===== src/sv/rmsd_pkg.sv =====
// ----------------------------------------------------------------------------
// rmsd_pkg
// Shared widths, reset values, register codes and types of the RMS current
// on/off detector.
// ----------------------------------------------------------------------------
package rmsd_pkg;

  localparam int SMP_W      = 12;
  localparam int ZP_W       = 12;
  localparam int LVL_W      = 24;
  localparam int HOLD_W     = 16;
  localparam int SQ_W       = 2 * SMP_W;
  localparam int SUM_W      = 37;
  localparam int CFG_IDX_W  = 3;
  localparam int CFG_DATA_W = 24;

  localparam int MAX_WINDOW_SAMPLES = 4096;
  localparam int CNT_W  = $clog2(MAX_WINDOW_SAMPLES + 1);
  localparam int PROD_W = CNT_W + LVL_W;
  localparam int CMP_W  = (SUM_W > PROD_W) ? SUM_W : PROD_W;

  localparam logic [SUM_W-1:0]  SUM_MAX   = '1;
  localparam logic [HOLD_W-1:0] TIMER_MAX = '1;

  localparam logic [ZP_W-1:0]   ZERO_POINT_RST = ZP_W'(1950);
  localparam logic [LVL_W-1:0]  ON_LEVEL_RST   = LVL_W'(1024);
  localparam logic [LVL_W-1:0]  OFF_LEVEL_RST  = LVL_W'(900);
  localparam logic [HOLD_W-1:0] ON_HOLD_RST    = HOLD_W'(250);
  localparam logic [HOLD_W-1:0] OFF_HOLD_RST   = HOLD_W'(500);

  typedef enum logic [CFG_IDX_W-1:0] {
    REG_ZERO_POINT = CFG_IDX_W'(0),
    REG_ON_LEVEL   = CFG_IDX_W'(1),
    REG_OFF_LEVEL  = CFG_IDX_W'(2),
    REG_ON_HOLD    = CFG_IDX_W'(3),
    REG_OFF_HOLD   = CFG_IDX_W'(4)
  } cfg_reg_e;

  typedef struct packed {
    logic [ZP_W-1:0]   zero_point;
    logic [LVL_W-1:0]  on_level_sq;
    logic [LVL_W-1:0]  off_level_sq;
    logic [HOLD_W-1:0] on_hold_ticks;
    logic [HOLD_W-1:0] off_hold_ticks;
  } cfg_t;

  typedef struct packed {
    logic              is_tick;
    logic              last;
    logic              add;
    logic [SQ_W-1:0]   sq;
    logic [PROD_W-1:0] prod_on;
    logic [PROD_W-1:0] prod_off;
  } sq_item_t;

endpackage


===== src/sv/rmsd_item_if.sv =====
// ----------------------------------------------------------------------------
// rmsd_item_if
// Input item channel: ADC sample or millisecond tick.
// ----------------------------------------------------------------------------
interface rmsd_item_if;
  logic                       valid;
  logic                       ready;
  logic                       mode;
  logic [rmsd_pkg::SMP_W-1:0] sample;
  logic                       window_last;

  modport source (output valid, mode, sample, window_last, input ready);
  modport sink   (input valid, mode, sample, window_last, output ready);
endinterface


===== src/sv/rmsd_result_if.sv =====
// ----------------------------------------------------------------------------
// rmsd_result_if
// Result channel: running flag, raw state and window close marker.
// ----------------------------------------------------------------------------
interface rmsd_result_if;
  logic valid;
  logic ready;
  logic pump_running;
  logic raw_on;
  logic window_done;

  modport source (output valid, pump_running, raw_on, window_done, input ready);
  modport sink   (input valid, pump_running, raw_on, window_done, output ready);
endinterface


===== src/sv/rmsd_cfg_if.sv =====
// ----------------------------------------------------------------------------
// rmsd_cfg_if
// Configuration write channel: register index and write data.
// ----------------------------------------------------------------------------
interface rmsd_cfg_if;
  logic                            valid;
  logic                            ready;
  logic [rmsd_pkg::CFG_IDX_W-1:0]  index;
  logic [rmsd_pkg::CFG_DATA_W-1:0] data;

  modport source (output valid, index, data, input ready);
  modport sink   (input valid, index, data, output ready);
endinterface


===== src/sv/rms_current_on_off_detector.sv =====
// ----------------------------------------------------------------------------
// rms_current_on_off_detector
// RMS level detector with hysteresis and tick-based debounce of the
// running flag.
//
//   channel   dir  fields                                   transfer
//   item_i    in   mode, sample, window_last                valid && ready
//   result_o  out  pump_running, raw_on, window_done        valid && ready
//   cfg_i     in   index, data                              valid && ready
//
// One item per cycle sustained while result_o.ready stays high. An input
// item passes in order through the input register, the square/product
// register and the result register.
// Reset clears the window, the raw state, the running flag and both timers.
// Each stage advances when the stage after it is empty or moving; a stalled
// result holds while earlier stages keep filling.
// ----------------------------------------------------------------------------
module rms_current_on_off_detector (
  input  logic          clk_i,
  input  logic          rst_ni,
  rmsd_item_if.sink     item_i,
  rmsd_result_if.source result_o,
  rmsd_cfg_if.sink      cfg_i
);

  rmsd_pkg::cfg_t     cfg;
  rmsd_pkg::sq_item_t sq_item;
  logic               sq_valid;
  logic               sq_ready;

  rmsd_cfg_regs u_cfg_regs (
    .clk_i  (clk_i),
    .rst_ni (rst_ni),
    .cfg_i  (cfg_i),
    .cfg_o  (cfg)
  );

  rmsd_square_stage u_square_stage (
    .clk_i      (clk_i),
    .rst_ni     (rst_ni),
    .item_i     (item_i),
    .cfg_i      (cfg),
    .sq_valid_o (sq_valid),
    .sq_item_o  (sq_item),
    .sq_ready_i (sq_ready)
  );

  rmsd_decide_stage u_decide_stage (
    .clk_i      (clk_i),
    .rst_ni     (rst_ni),
    .sq_valid_i (sq_valid),
    .sq_item_i  (sq_item),
    .sq_ready_o (sq_ready),
    .cfg_i      (cfg),
    .result_o   (result_o)
  );

  // running only sets while raw is on, and only clears while raw is off
  a_run_set_needs_raw: assert property (@(posedge clk_i) disable iff (!rst_ni)
    $rose(result_o.pump_running) |-> result_o.raw_on)
    else $error("running flag set while raw state is off");

  a_run_clr_needs_raw: assert property (@(posedge clk_i) disable iff (!rst_ni)
    $fell(result_o.pump_running) |-> !result_o.raw_on)
    else $error("running flag cleared while raw state is on");

  // raw state moves only on a window close
  a_raw_on_close: assert property (@(posedge clk_i) disable iff (!rst_ni)
    !$stable(result_o.raw_on) |-> result_o.window_done)
    else $error("raw state changed without a window close");

endmodule


===== src/sv/rmsd_cfg_regs.sv =====
// ----------------------------------------------------------------------------
// rmsd_cfg_regs
// Configuration register file; writes to unknown indexes are dropped.
// ----------------------------------------------------------------------------
module rmsd_cfg_regs (
  input  logic           clk_i,
  input  logic           rst_ni,
  rmsd_cfg_if.sink       cfg_i,
  output rmsd_pkg::cfg_t cfg_o
);

  rmsd_pkg::cfg_t cfg_q;

  assign cfg_i.ready = 1'b1;
  assign cfg_o       = cfg_q;

  always_ff @(posedge clk_i or negedge rst_ni) begin
    if (!rst_ni) begin
      cfg_q.zero_point     <= rmsd_pkg::ZERO_POINT_RST;
      cfg_q.on_level_sq    <= rmsd_pkg::ON_LEVEL_RST;
      cfg_q.off_level_sq   <= rmsd_pkg::OFF_LEVEL_RST;
      cfg_q.on_hold_ticks  <= rmsd_pkg::ON_HOLD_RST;
      cfg_q.off_hold_ticks <= rmsd_pkg::OFF_HOLD_RST;
    end else if (cfg_i.valid) begin
      unique case (rmsd_pkg::cfg_reg_e'(cfg_i.index))
        rmsd_pkg::REG_ZERO_POINT: cfg_q.zero_point   <= cfg_i.data[rmsd_pkg::ZP_W-1:0];
        rmsd_pkg::REG_ON_LEVEL:   cfg_q.on_level_sq  <= cfg_i.data[rmsd_pkg::LVL_W-1:0];
        rmsd_pkg::REG_OFF_LEVEL:  cfg_q.off_level_sq <= cfg_i.data[rmsd_pkg::LVL_W-1:0];
        rmsd_pkg::REG_ON_HOLD: begin
          cfg_q.on_hold_ticks <= cfg_i.data[rmsd_pkg::HOLD_W-1:0];
        end
        rmsd_pkg::REG_OFF_HOLD: begin
          cfg_q.off_hold_ticks <= cfg_i.data[rmsd_pkg::HOLD_W-1:0];
        end
        default: ;
      endcase
    end
  end

endmodule


===== src/sv/rmsd_square_stage.sv =====
// ----------------------------------------------------------------------------
// rmsd_square_stage
// Input register, window sample counter, squaring of the offset sample and
// count times level products for the window decision.
// ----------------------------------------------------------------------------
module rmsd_square_stage (
  input  logic               clk_i,
  input  logic               rst_ni,
  rmsd_item_if.sink          item_i,
  input  rmsd_pkg::cfg_t     cfg_i,
  output logic               sq_valid_o,
  output rmsd_pkg::sq_item_t sq_item_o,
  input  logic               sq_ready_i
);

  logic                          s1_valid_q;
  logic                          s1_mode_q;
  logic [rmsd_pkg::SMP_W-1:0]    s1_sample_q;
  logic                          s1_last_q;
  logic [rmsd_pkg::CNT_W-1:0]    count_q;
  logic [rmsd_pkg::CNT_W-1:0]    count_d;
  logic                          s2_valid_q;
  rmsd_pkg::sq_item_t            s2_q;
  rmsd_pkg::sq_item_t            s2_d;
  logic                          s2_load;
  logic                          s1_load;
  logic [rmsd_pkg::SMP_W-1:0]    mag;
  logic [rmsd_pkg::CNT_W-1:0]    cnt_new;
  logic                          add;

  assign s2_load      = s1_valid_q && (!s2_valid_q || sq_ready_i);
  assign item_i.ready = !s1_valid_q || s2_load;
  assign s1_load      = item_i.valid && item_i.ready;

  assign sq_valid_o = s2_valid_q;
  assign sq_item_o  = s2_q;

  always_comb begin
    mag = (s1_sample_q >= cfg_i.zero_point) ? (s1_sample_q - cfg_i.zero_point)
                                             : (cfg_i.zero_point - s1_sample_q);
    // drop samples once the window is full
    add     = !s1_mode_q &&
              (count_q < rmsd_pkg::CNT_W'(rmsd_pkg::MAX_WINDOW_SAMPLES));
    cnt_new = add ? count_q + rmsd_pkg::CNT_W'(1) : count_q;

    s2_d.is_tick  = s1_mode_q;
    s2_d.last     = s1_last_q;
    s2_d.add      = add;
    s2_d.sq       = rmsd_pkg::SQ_W'(mag) * rmsd_pkg::SQ_W'(mag);
    s2_d.prod_on  = rmsd_pkg::PROD_W'(cnt_new) * rmsd_pkg::PROD_W'(cfg_i.on_level_sq);
    s2_d.prod_off = rmsd_pkg::PROD_W'(cnt_new) * rmsd_pkg::PROD_W'(cfg_i.off_level_sq);

    count_d = count_q;
    if (!s1_mode_q) begin
      count_d = s1_last_q ? '0 : cnt_new;
    end
  end

  always_ff @(posedge clk_i or negedge rst_ni) begin
    if (!rst_ni) begin
      s1_valid_q <= 1'b0;
      s2_valid_q <= 1'b0;
      count_q    <= '0;
    end else begin
      if (item_i.ready) begin
        s1_valid_q <= item_i.valid;
      end
      if (!s2_valid_q || sq_ready_i) begin
        s2_valid_q <= s1_valid_q;
      end
      if (s2_load) begin
        count_q <= count_d;
      end
    end
  end

  always_ff @(posedge clk_i) begin
    if (s1_load) begin
      s1_mode_q   <= item_i.mode;
      s1_sample_q <= item_i.sample;
      s1_last_q   <= item_i.window_last;
    end
    if (s2_load) begin
      s2_q <= s2_d;
    end
  end

endmodule


===== src/sv/rmsd_decide_stage.sv =====
// ----------------------------------------------------------------------------
// rmsd_decide_stage
// Square sum accumulator, hysteresis decision at window close, debounce
// timers on ticks, and the result register.
// ----------------------------------------------------------------------------
module rmsd_decide_stage (
  input  logic               clk_i,
  input  logic               rst_ni,
  input  logic               sq_valid_i,
  input  rmsd_pkg::sq_item_t sq_item_i,
  output logic               sq_ready_o,
  input  rmsd_pkg::cfg_t     cfg_i,
  rmsd_result_if.source      result_o
);

  logic                        res_valid_q;
  logic                        done_q;
  logic                        done_d;
  logic [rmsd_pkg::SUM_W-1:0]  sum_q;
  logic [rmsd_pkg::SUM_W-1:0]  sum_d;
  logic                        raw_q;
  logic                        raw_d;
  logic                        run_q;
  logic                        run_d;
  logic [rmsd_pkg::HOLD_W-1:0] on_t_q;
  logic [rmsd_pkg::HOLD_W-1:0] on_t_d;
  logic [rmsd_pkg::HOLD_W-1:0] off_t_q;
  logic [rmsd_pkg::HOLD_W-1:0] off_t_d;
  logic                        load;
  logic [rmsd_pkg::SUM_W:0]    sum_ext;
  logic [rmsd_pkg::SUM_W-1:0]  sum_new;
  logic [rmsd_pkg::HOLD_W:0]   on_inc;
  logic [rmsd_pkg::HOLD_W:0]   off_inc;
  logic                        on_pass;
  logic                        off_pass;

  assign sq_ready_o = !res_valid_q || result_o.ready;
  assign load       = sq_valid_i && sq_ready_o;

  assign result_o.valid        = res_valid_q;
  assign result_o.pump_running = run_q;
  assign result_o.raw_on       = raw_q;
  assign result_o.window_done  = done_q;

  always_comb begin
    sum_ext  = {1'b0, sum_q} + (rmsd_pkg::SUM_W + 1)'(sq_item_i.sq);
    sum_new  = sum_q;
    if (sq_item_i.add) begin
      sum_new = sum_ext[rmsd_pkg::SUM_W] ? rmsd_pkg::SUM_MAX
                                          : sum_ext[rmsd_pkg::SUM_W-1:0];
    end

    // pass test on the unsaturated increment
    on_inc   = {1'b0, on_t_q} + (rmsd_pkg::HOLD_W + 1)'(1);
    off_inc  = {1'b0, off_t_q} + (rmsd_pkg::HOLD_W + 1)'(1);
    on_pass  = on_inc > {1'b0, cfg_i.on_hold_ticks};
    off_pass = off_inc > {1'b0, cfg_i.off_hold_ticks};

    sum_d   = sum_q;
    raw_d   = raw_q;
    run_d   = run_q;
    on_t_d  = on_t_q;
    off_t_d = off_t_q;
    done_d  = 1'b0;

    if (sq_item_i.is_tick) begin
      priority if (raw_q && !run_q) begin
        on_t_d = on_inc[rmsd_pkg::HOLD_W] ? rmsd_pkg::TIMER_MAX
                                           : on_inc[rmsd_pkg::HOLD_W-1:0];
        if (on_pass) begin
          run_d   = 1'b1;
          off_t_d = '0;
        end
      end else if (!raw_q && run_q) begin
        off_t_d = off_inc[rmsd_pkg::HOLD_W] ? rmsd_pkg::TIMER_MAX
                                             : off_inc[rmsd_pkg::HOLD_W-1:0];
        if (off_pass) begin
          run_d  = 1'b0;
          on_t_d = '0;
        end
      end else if (!raw_q) begin
        on_t_d = '0;
      end else begin
        off_t_d = '0;
      end
    end else if (sq_item_i.last) begin
      // closing sample is always counted or the window is full: never empty
      done_d = 1'b1;
      sum_d  = '0;
      if (raw_q) begin
        if (rmsd_pkg::CMP_W'(sum_new) < rmsd_pkg::CMP_W'(sq_item_i.prod_off)) begin
          raw_d = 1'b0;
        end
      end else begin
        if (rmsd_pkg::CMP_W'(sum_new) > rmsd_pkg::CMP_W'(sq_item_i.prod_on)) begin
          raw_d = 1'b1;
        end
      end
    end else begin
      sum_d = sum_new;
    end
  end

  always_ff @(posedge clk_i or negedge rst_ni) begin
    if (!rst_ni) begin
      res_valid_q <= 1'b0;
      done_q      <= 1'b0;
      sum_q       <= '0;
      raw_q       <= 1'b0;
      run_q       <= 1'b0;
      on_t_q      <= '0;
      off_t_q     <= '0;
    end else begin
      if (sq_ready_o) begin
        res_valid_q <= sq_valid_i;
      end
      if (load) begin
        done_q  <= done_d;
        sum_q   <= sum_d;
        raw_q   <= raw_d;
        run_q   <= run_d;
        on_t_q  <= on_t_d;
        off_t_q <= off_t_d;
      end
    end
  end

endmodule

===== src/flat_wrapper.sv =====
// flat-port wrapper written by rule: the top's interface ports become plain ports
module rms_current_on_off_detector_flat 
  (clk_i, rst_ni, item_i_valid, item_i_mode, item_i_sample, item_i_window_last, item_i_ready, result_o_valid, result_o_pump_running, result_o_raw_on, result_o_window_done, result_o_ready, cfg_i_valid, cfg_i_index, cfg_i_data, cfg_i_ready);
  rmsd_item_if item_i_i ();
  rmsd_result_if result_o_i ();
  rmsd_cfg_if cfg_i_i ();
  input  logic clk_i;
  input  logic rst_ni;
  input wire logic [$bits(item_i_i.valid)-1:0] item_i_valid;
  input wire logic [$bits(item_i_i.mode)-1:0] item_i_mode;
  input wire logic [$bits(item_i_i.sample)-1:0] item_i_sample;
  input wire logic [$bits(item_i_i.window_last)-1:0] item_i_window_last;
  output wire logic [$bits(item_i_i.ready)-1:0] item_i_ready;
  output wire logic [$bits(result_o_i.valid)-1:0] result_o_valid;
  output wire logic [$bits(result_o_i.pump_running)-1:0] result_o_pump_running;
  output wire logic [$bits(result_o_i.raw_on)-1:0] result_o_raw_on;
  output wire logic [$bits(result_o_i.window_done)-1:0] result_o_window_done;
  input wire logic [$bits(result_o_i.ready)-1:0] result_o_ready;
  input wire logic [$bits(cfg_i_i.valid)-1:0] cfg_i_valid;
  input wire logic [$bits(cfg_i_i.index)-1:0] cfg_i_index;
  input wire logic [$bits(cfg_i_i.data)-1:0] cfg_i_data;
  output wire logic [$bits(cfg_i_i.ready)-1:0] cfg_i_ready;
  assign item_i_i.valid = item_i_valid;
  assign item_i_i.mode = item_i_mode;
  assign item_i_i.sample = item_i_sample;
  assign item_i_i.window_last = item_i_window_last;
  assign item_i_ready = item_i_i.ready;
  assign result_o_valid = result_o_i.valid;
  assign result_o_pump_running = result_o_i.pump_running;
  assign result_o_raw_on = result_o_i.raw_on;
  assign result_o_window_done = result_o_i.window_done;
  assign result_o_i.ready = result_o_ready;
  assign cfg_i_i.valid = cfg_i_valid;
  assign cfg_i_i.index = cfg_i_index;
  assign cfg_i_i.data = cfg_i_data;
  assign cfg_i_ready = cfg_i_i.ready;
  rms_current_on_off_detector u_core (.clk_i(clk_i), .rst_ni(rst_ni), .item_i(item_i_i), .result_o(result_o_i), .cfg_i(cfg_i_i));
endmodule

===== config.mk =====
export PLATFORM = sky130hd
export DESIGN_NAME = rms_current_on_off_detector_flat
export DESIGN_NICKNAME = d
export VERILOG_FILES = /design/src/sv/rmsd_pkg.sv /design/src/sv/rmsd_item_if.sv /design/src/sv/rmsd_result_if.sv /design/src/sv/rmsd_cfg_if.sv /design/src/sv/rms_current_on_off_detector.sv /design/src/sv/rmsd_cfg_regs.sv /design/src/sv/rmsd_square_stage.sv /design/src/sv/rmsd_decide_stage.sv /design/src/flat_wrapper.sv
export SDC_FILE = /design/constraint.sdc
export NUM_CORES = 2
export LEC_CHECK = 0
export BUFFER_PORTS_ARGS = -buffer_cell sky130_fd_sc_hd__buf_4
export CELL_PAD_IN_SITES_DETAIL_PLACEMENT = 0
export CELL_PAD_IN_SITES_GLOBAL_PLACEMENT = 2
export CORE_ASPECT_RATIO = 1.25
export CORE_MARGIN = 2
export CORE_UTILIZATION = 39
export CTS_CLUSTER_DIAMETER = 50
export DETAILED_ROUTE_END_ITERATION = 7
export PLACE_DENSITY_LB_ADDON = 0.1
export SLEW_MARGIN = 25
export SYNTH_ARGS = -nofsm -noshare
export SYNTH_HDL_FRONTEND = slang
export SYNTH_SLANG_ARGS = --single-unit

===== constraint.sdc =====
create_clock -name clk_i -period 7.68 [get_ports clk_i]
set_input_delay 0.384 -clock clk_i [delete_from_list [all_inputs] [get_ports clk_i]]
set_output_delay 0.384 -clock clk_i [all_outputs]
set_load 0.01 [all_outputs]

## Word-level counts from Yosys, hierarchy flattened

Index checks and enable logic that the tools add are counted.

| storage, ports and cells | value |
|---|---|
| flip-flop bits (word level) | 295 |
| latch bits | 0 |
| RAM bits | 0 |
| ROM bits | 0 |
| output and inout bits | 6 |
| word-level logic and storage cells | 103 |
| memories | 0 |

| cells by class | value |
|---|---|
| add/subtract/negate cells | 6 |
| multipliers | 3 |
| div/mod/pow operators | 0 |
| magnitude comparators | 6 |
| equality and inequality tests | 7 |
| shift operators | 0 |
| muxes and demuxes | 25 |
| bitwise operators | 2 |
| reductions and logical operators | 30 |

Operator list:

| cell | count |
|---|---|
| 2-to-1 mux 16 bit | 10 |
| 2-to-1 mux 37 bit | 3 |
| multiplier 13 x 24 -> 37 bit | 2 |
| adder 37 x 24 -> 38 bit | 1 |
| greater-than comparator 37 bit | 1 |
| less-than comparator 37 bit | 1 |
| adder 16 x 1 -> 17 bit (second input constant) | 2 |
| greater-than comparator 17 x 16 -> 1 bit | 2 |
| 2-to-1 mux 13 bit | 2 |
| multiplier 12 x 12 -> 24 bit | 1 |
| subtractor 12 bit | 2 |
| AND reduction 2 bit | 7 |
| adder 13 x 1 -> 13 bit (second input constant) | 1 |
| less-than comparator 13 bit (second input constant) | 1 |
| greater-or-equal comparator 12 bit | 1 |
| 2-to-1 mux 12 bit | 1 |
| 2-to-1 mux 1 bit | 9 |
| AND reduction 4 bit | 2 |
| == test 3 x 2 -> 1 bit (second input constant) | 2 |
| logical AND 1 bit | 6 |
| zero test 1 bit | 6 |
| AND reduction 5 bit | 1 |
| nonzero test 2 bit | 2 |
| == test 3 x 1 -> 1 bit (second input constant) | 1 |
| other kinds (9) | 12 |

## Longest topological paths before layout

| depth | value |
|---|---|
| depth in word-level cells | 6 |
| depth in mapped cells | 35 |

## Modules after synthesis

Synthesis repeated with hierarchy kept, for this count alone.

| second synthesis, totals | value |
|---|---|
| cells, all modules | 4436 |
| area, all modules | 40794.1 µm² |

By module, submodules not included:

| module | instances | cells each | area an instance (µm²) |
|---|---|---|---|
| rmsd_square_stage | 1 | 3127 | 28882.7 |
| rmsd_decide_stage | 1 | 1108 | 8384.3 |
| rmsd_cfg_regs | 1 | 201 | 3527.1 |

## Least setup slack after synthesis

No wires, ideal clock.

| timing path | value |
|---|---|
| path type | reg2reg |
| from | register u_core.u_cfg_regs.cfg_q (netlist bit u_core.u_cfg_regs.cfg_o[81]) |
| to | register u_core.u_square_stage.s2_q (netlist bit u_core.u_square_stage.sq_item_o[97]), data pin |
| setup time | 259 ps |
| arrival time | 7163 ps |
| required time | 7421 ps |
| slack | 258 ps |
| stages on the path, launching flop included | 30 |
| period minus slack after synthesis | 7422 ps |
| path through | dfstp_2 inv_1 fa_1 a21oi_2 o221ai_1 nand2_1 a21oi_1 a211o_1 mux2_1 xor2_1 nand2b_1 fa_1 inv_1 fa_1 inv_1 fa_1 inv_1 fa_1 inv_1 fa_1 inv_1 ha_1 or4_1 o22ai_1 o21ai_1 o211a_1 o21a_1 o21a_1 o21ai_1 xnor2_1 |

RTL lines:

| element | RTL line | RTL |
|---|---|---|
| from (decl) | rmsd_cfg_regs.sv:12 | `rmsd_pkg::cfg_t cfg_q;` |
| to (signal assigned) | rmsd_square_stage.sv:84 | `s2_q <= s2_d;` |
| to (decl) | rmsd_square_stage.sv:23 | `rmsd_pkg::sq_item_t s2_q;` |

==> results.json <==
{
  "hold_violations": 0,
  "vias_per_cell": 5.13,
  "met2WireLength_um": 64900,
  "critPathKind": "reg -> reg",
  "max_slew.worst_pin.slew_ns": 1.07,
  "clk_latency_ns": 0.66,
  "chipWidth_um": 292,
  "fin_crit_ns": 7.40,
  "rsz0062_at_grt": "yes",
  "grt-ovfl-total": 0,
  "skew_ns": 0.0720,
  "io_buffers": 50,
  "max-slew-margin-rel": 0.288,
  "start_kind": "flip-flop",
  "syn_nets": 5361,
  "drc_errors": 0,
  "critPathMostFrequentCell": "inv_1",
  "yosysWarningCount": 0,
  "critPathCaptureType": "flip-flop",
  "grt_max_degree": 140,
  "cts_made_buffers": 51,
  "hp-class": "in -> reg",
  "setup_viol": 0,
  "syn_to_final_growth_pct": 12.0,
  "ys_ff_latch": 294,
  "ys_seq_area_frac": 0.197,
  "cp.arrival_ns": 7.74,
  "max_freq_ghz": 0.135,
  "vias": 29852,
  "drv_slew": 0,
  "start_util": 0.394,
  "syn_inst": 4371,
  "die_y_um": 363,
  "layoutNonFillerInstCount": 5815,
  "grt_pass1_vias": 32269,
  "crit_slowest_cell": "fa_1",
  "async_flop_share": 0.612,
  "num-fill-cells": 10154,
  "wl_met3_um": 3340,
  "outcome": "finished clean",
  "first_iter_violations": 1188,
  "nNetsFinal": 5430,
  "htree_levels": 2,
  "clk_path_buf_depth": 3,
  "final_cell_mix": "inv_1, fa_1, nand2_1",
  "ant_nets": 0,
  "hpwl_um": 92500,
  "rows": 131,
  "m1WireLength_um": 47200,
  "tritoncts": "yes",
  "gp_congestion": 0.833,
  "clock-sinks": 294,
  "grt_use_total": 0.230,
  "max-cap-violations": 0,
  "synth.distinct_cells": 91,
  "synth_edf_count": 114,
  "critPathMaxFanout": 7,
  "dp_cells": 5675,
  "root_buffer": "clkbuf_16",
  "synth-main-ff-cell": "dfrtp_1",
  "drt-total-wl_um": 120000,
  "wl_per_cell_um": 20.6,
  "antenna_found_initial": 1,
  "clk_pin_slew_worst_paths_ns": 0.05,
  "synth_area_per_cell_um2": 9.22,
  "hold_ws_ns": 0.0562,
  "final_common_cell": "inv_1",
  "cp.required_ns": 8.02,
  "critPathMaxStageDelay_ns": 0.55,
  "die-area_um2": 106000,
  "num_io_pins": 52,
  "syn-cell-area_um2": 40300,
  "grt_pass1_wl_um": 188000,
  "drive_gt1_frac": 0.104,
  "fin_crit_sh": 0.963,
  "rrSetupSlack_ns": 0.28,
  "core-area_um2": 102000,
  "route.top_layer_used": "met4",
  "drtPass1Iterations": 5
}
Yosys cell counts (44+ instances only):
cell type | instances | area (µm²)
ha_1 | 380 | 4750
edfxtp_1 | 114 | 3420
mux2_2 | 73 | 822
o21ai_0 | 148 | 741
nor2b_1 | 65 | 407
nor2_1 | 176 | 661
inv_1 | 824 | 3090
nand2_1 | 523 | 1960
dfrtp_1 | 155 | 3880
xor2_1 | 44 | 385
and2_1 | 222 | 1390
fa_1 | 564 | 11300
clkbuf_1 | 157 | 589
xnor2_1 | 101 | 885
a21o_1 | 65 | 488
a21oi_1 | 175 | 876
nand3_1 | 54 | 270
flip-flops by register name, indices dropped and copies added, names as in the netlist:
name                                         cells
u_core.u_cfg_regs.cfg_o                         92
u_core.u_decide_stage.off_t_q                   16
u_core.u_decide_stage.on_t_q                    16
u_core.u_decide_stage.result_o.pump_running      1
u_core.u_decide_stage.result_o.raw_on            1
u_core.u_decide_stage.result_o.valid             1
u_core.u_decide_stage.result_o.window_done       1
u_core.u_decide_stage.sum_q                     37
u_core.u_square_stage.count_q                   13
u_core.u_square_stage.s1_last_q                  1
u_core.u_square_stage.s1_mode_q                  1
u_core.u_square_stage.s1_sample_q               12
u_core.u_square_stage.s1_valid_q                 1
u_core.u_square_stage.sq_item_o                100
u_core.u_square_stage.sq_valid_o                 1
critical path, delay by kind of cell, from the launching register on:
kind	cells	cell delay, ns
AO/OA/AOI/OAI	10	1.76
adder cells (fa/ha/maj)	8	3.29
AND/OR/NAND/NOR	3	0.75
buffers and inverters	7	0.40
multiplexers	1	0.32
XOR/XNOR	2	0.23
flip-flops	1	0.38
layout make-up:
type	instances	area, µm²	area share
clock inverters	34	400	0.00887
inverters	826	3100	0.0687
multi-input cells	3064	28800	0.639
well taps	1330	1660	0.0369
flip-flops and latches	294	7960	0.176
diodes	2	5.00	0.000111
repair buffers	203	1780	0.0394
clock buffers	62	1400	0.0310
layer usage:
| metal | up-vias | GRT usage |
|---|---|---|
| li1 | 14090 | - |
| met1 | 15187 | 0.263 |
| met2 | 412 | 0.441 |
| met3 | 163 | 0.0254 |
| met4 | 0 | 0.0812 |
| met5 | - | 0 |
through the flow:
step	util	cell area (µm²)	worst slack (ns)	TNS [ns]
global route	0.441	45100	-0.0465	-0.0613
finish	0.441	45200	0.281	0
detailed placement	0.418	42800	-0.0701	-0.0866
CTS	0.439	44800	0.0123	0
global placement	0.418	42800	-0.000162	-0.000162
floorplan	-	40300	0.258	0
cell families after synthesis:
group                      Yosys count  share of synthesized area
and+or+nand+nor                   1240                      0.149
xor gates and xnor gates           146                     0.0319
DFF                                294                      0.197
adders and majority gates          944                      0.398
muxes                               90                     0.0246
AOI/OAI and AO/OA                  642                      0.103
other                                1                  0.0000930
buffers and inverters             1014                     0.0960
worst paths after layout:
check,startpoint,end,cells past startpoint
worst max-delay path,u_core.u_square_stage.s1_sample_q[0],u_core.u_square_stage.sq_item_o[97],31
min in group asynchronous,rst_ni,u_core.u_decide_stage.sum_q[34],2
max in group asynchronous,rst_ni,u_core.u_square_stage.count_q[6],3
worst min-delay path,cfg_i_data[6],u_core.u_cfg_regs.cfg_o[6],3
worst max register to register,u_core.u_square_stage.s1_sample_q[0],u_core.u_square_stage.sq_item_o[97],31
worst min register to register,u_core.u_square_stage.s1_valid_q,u_core.u_square_stage.sq_valid_o,1
timing repair:
action | 4_1_cts | 5_1_grt
buffers inserted | 0 | 12
pin swaps | 1 | 10
hold buffers | 27 | 0
gates resized for setup | 4 | 40
hold endpoints to repair | 76 | 0
gates cloned | 1 | 1
endpoints found under the setup margin | 3 | 17
Power is not shown: default switching activity piles up to over one toggle a cycle in this logic, so the estimate is an artifact.
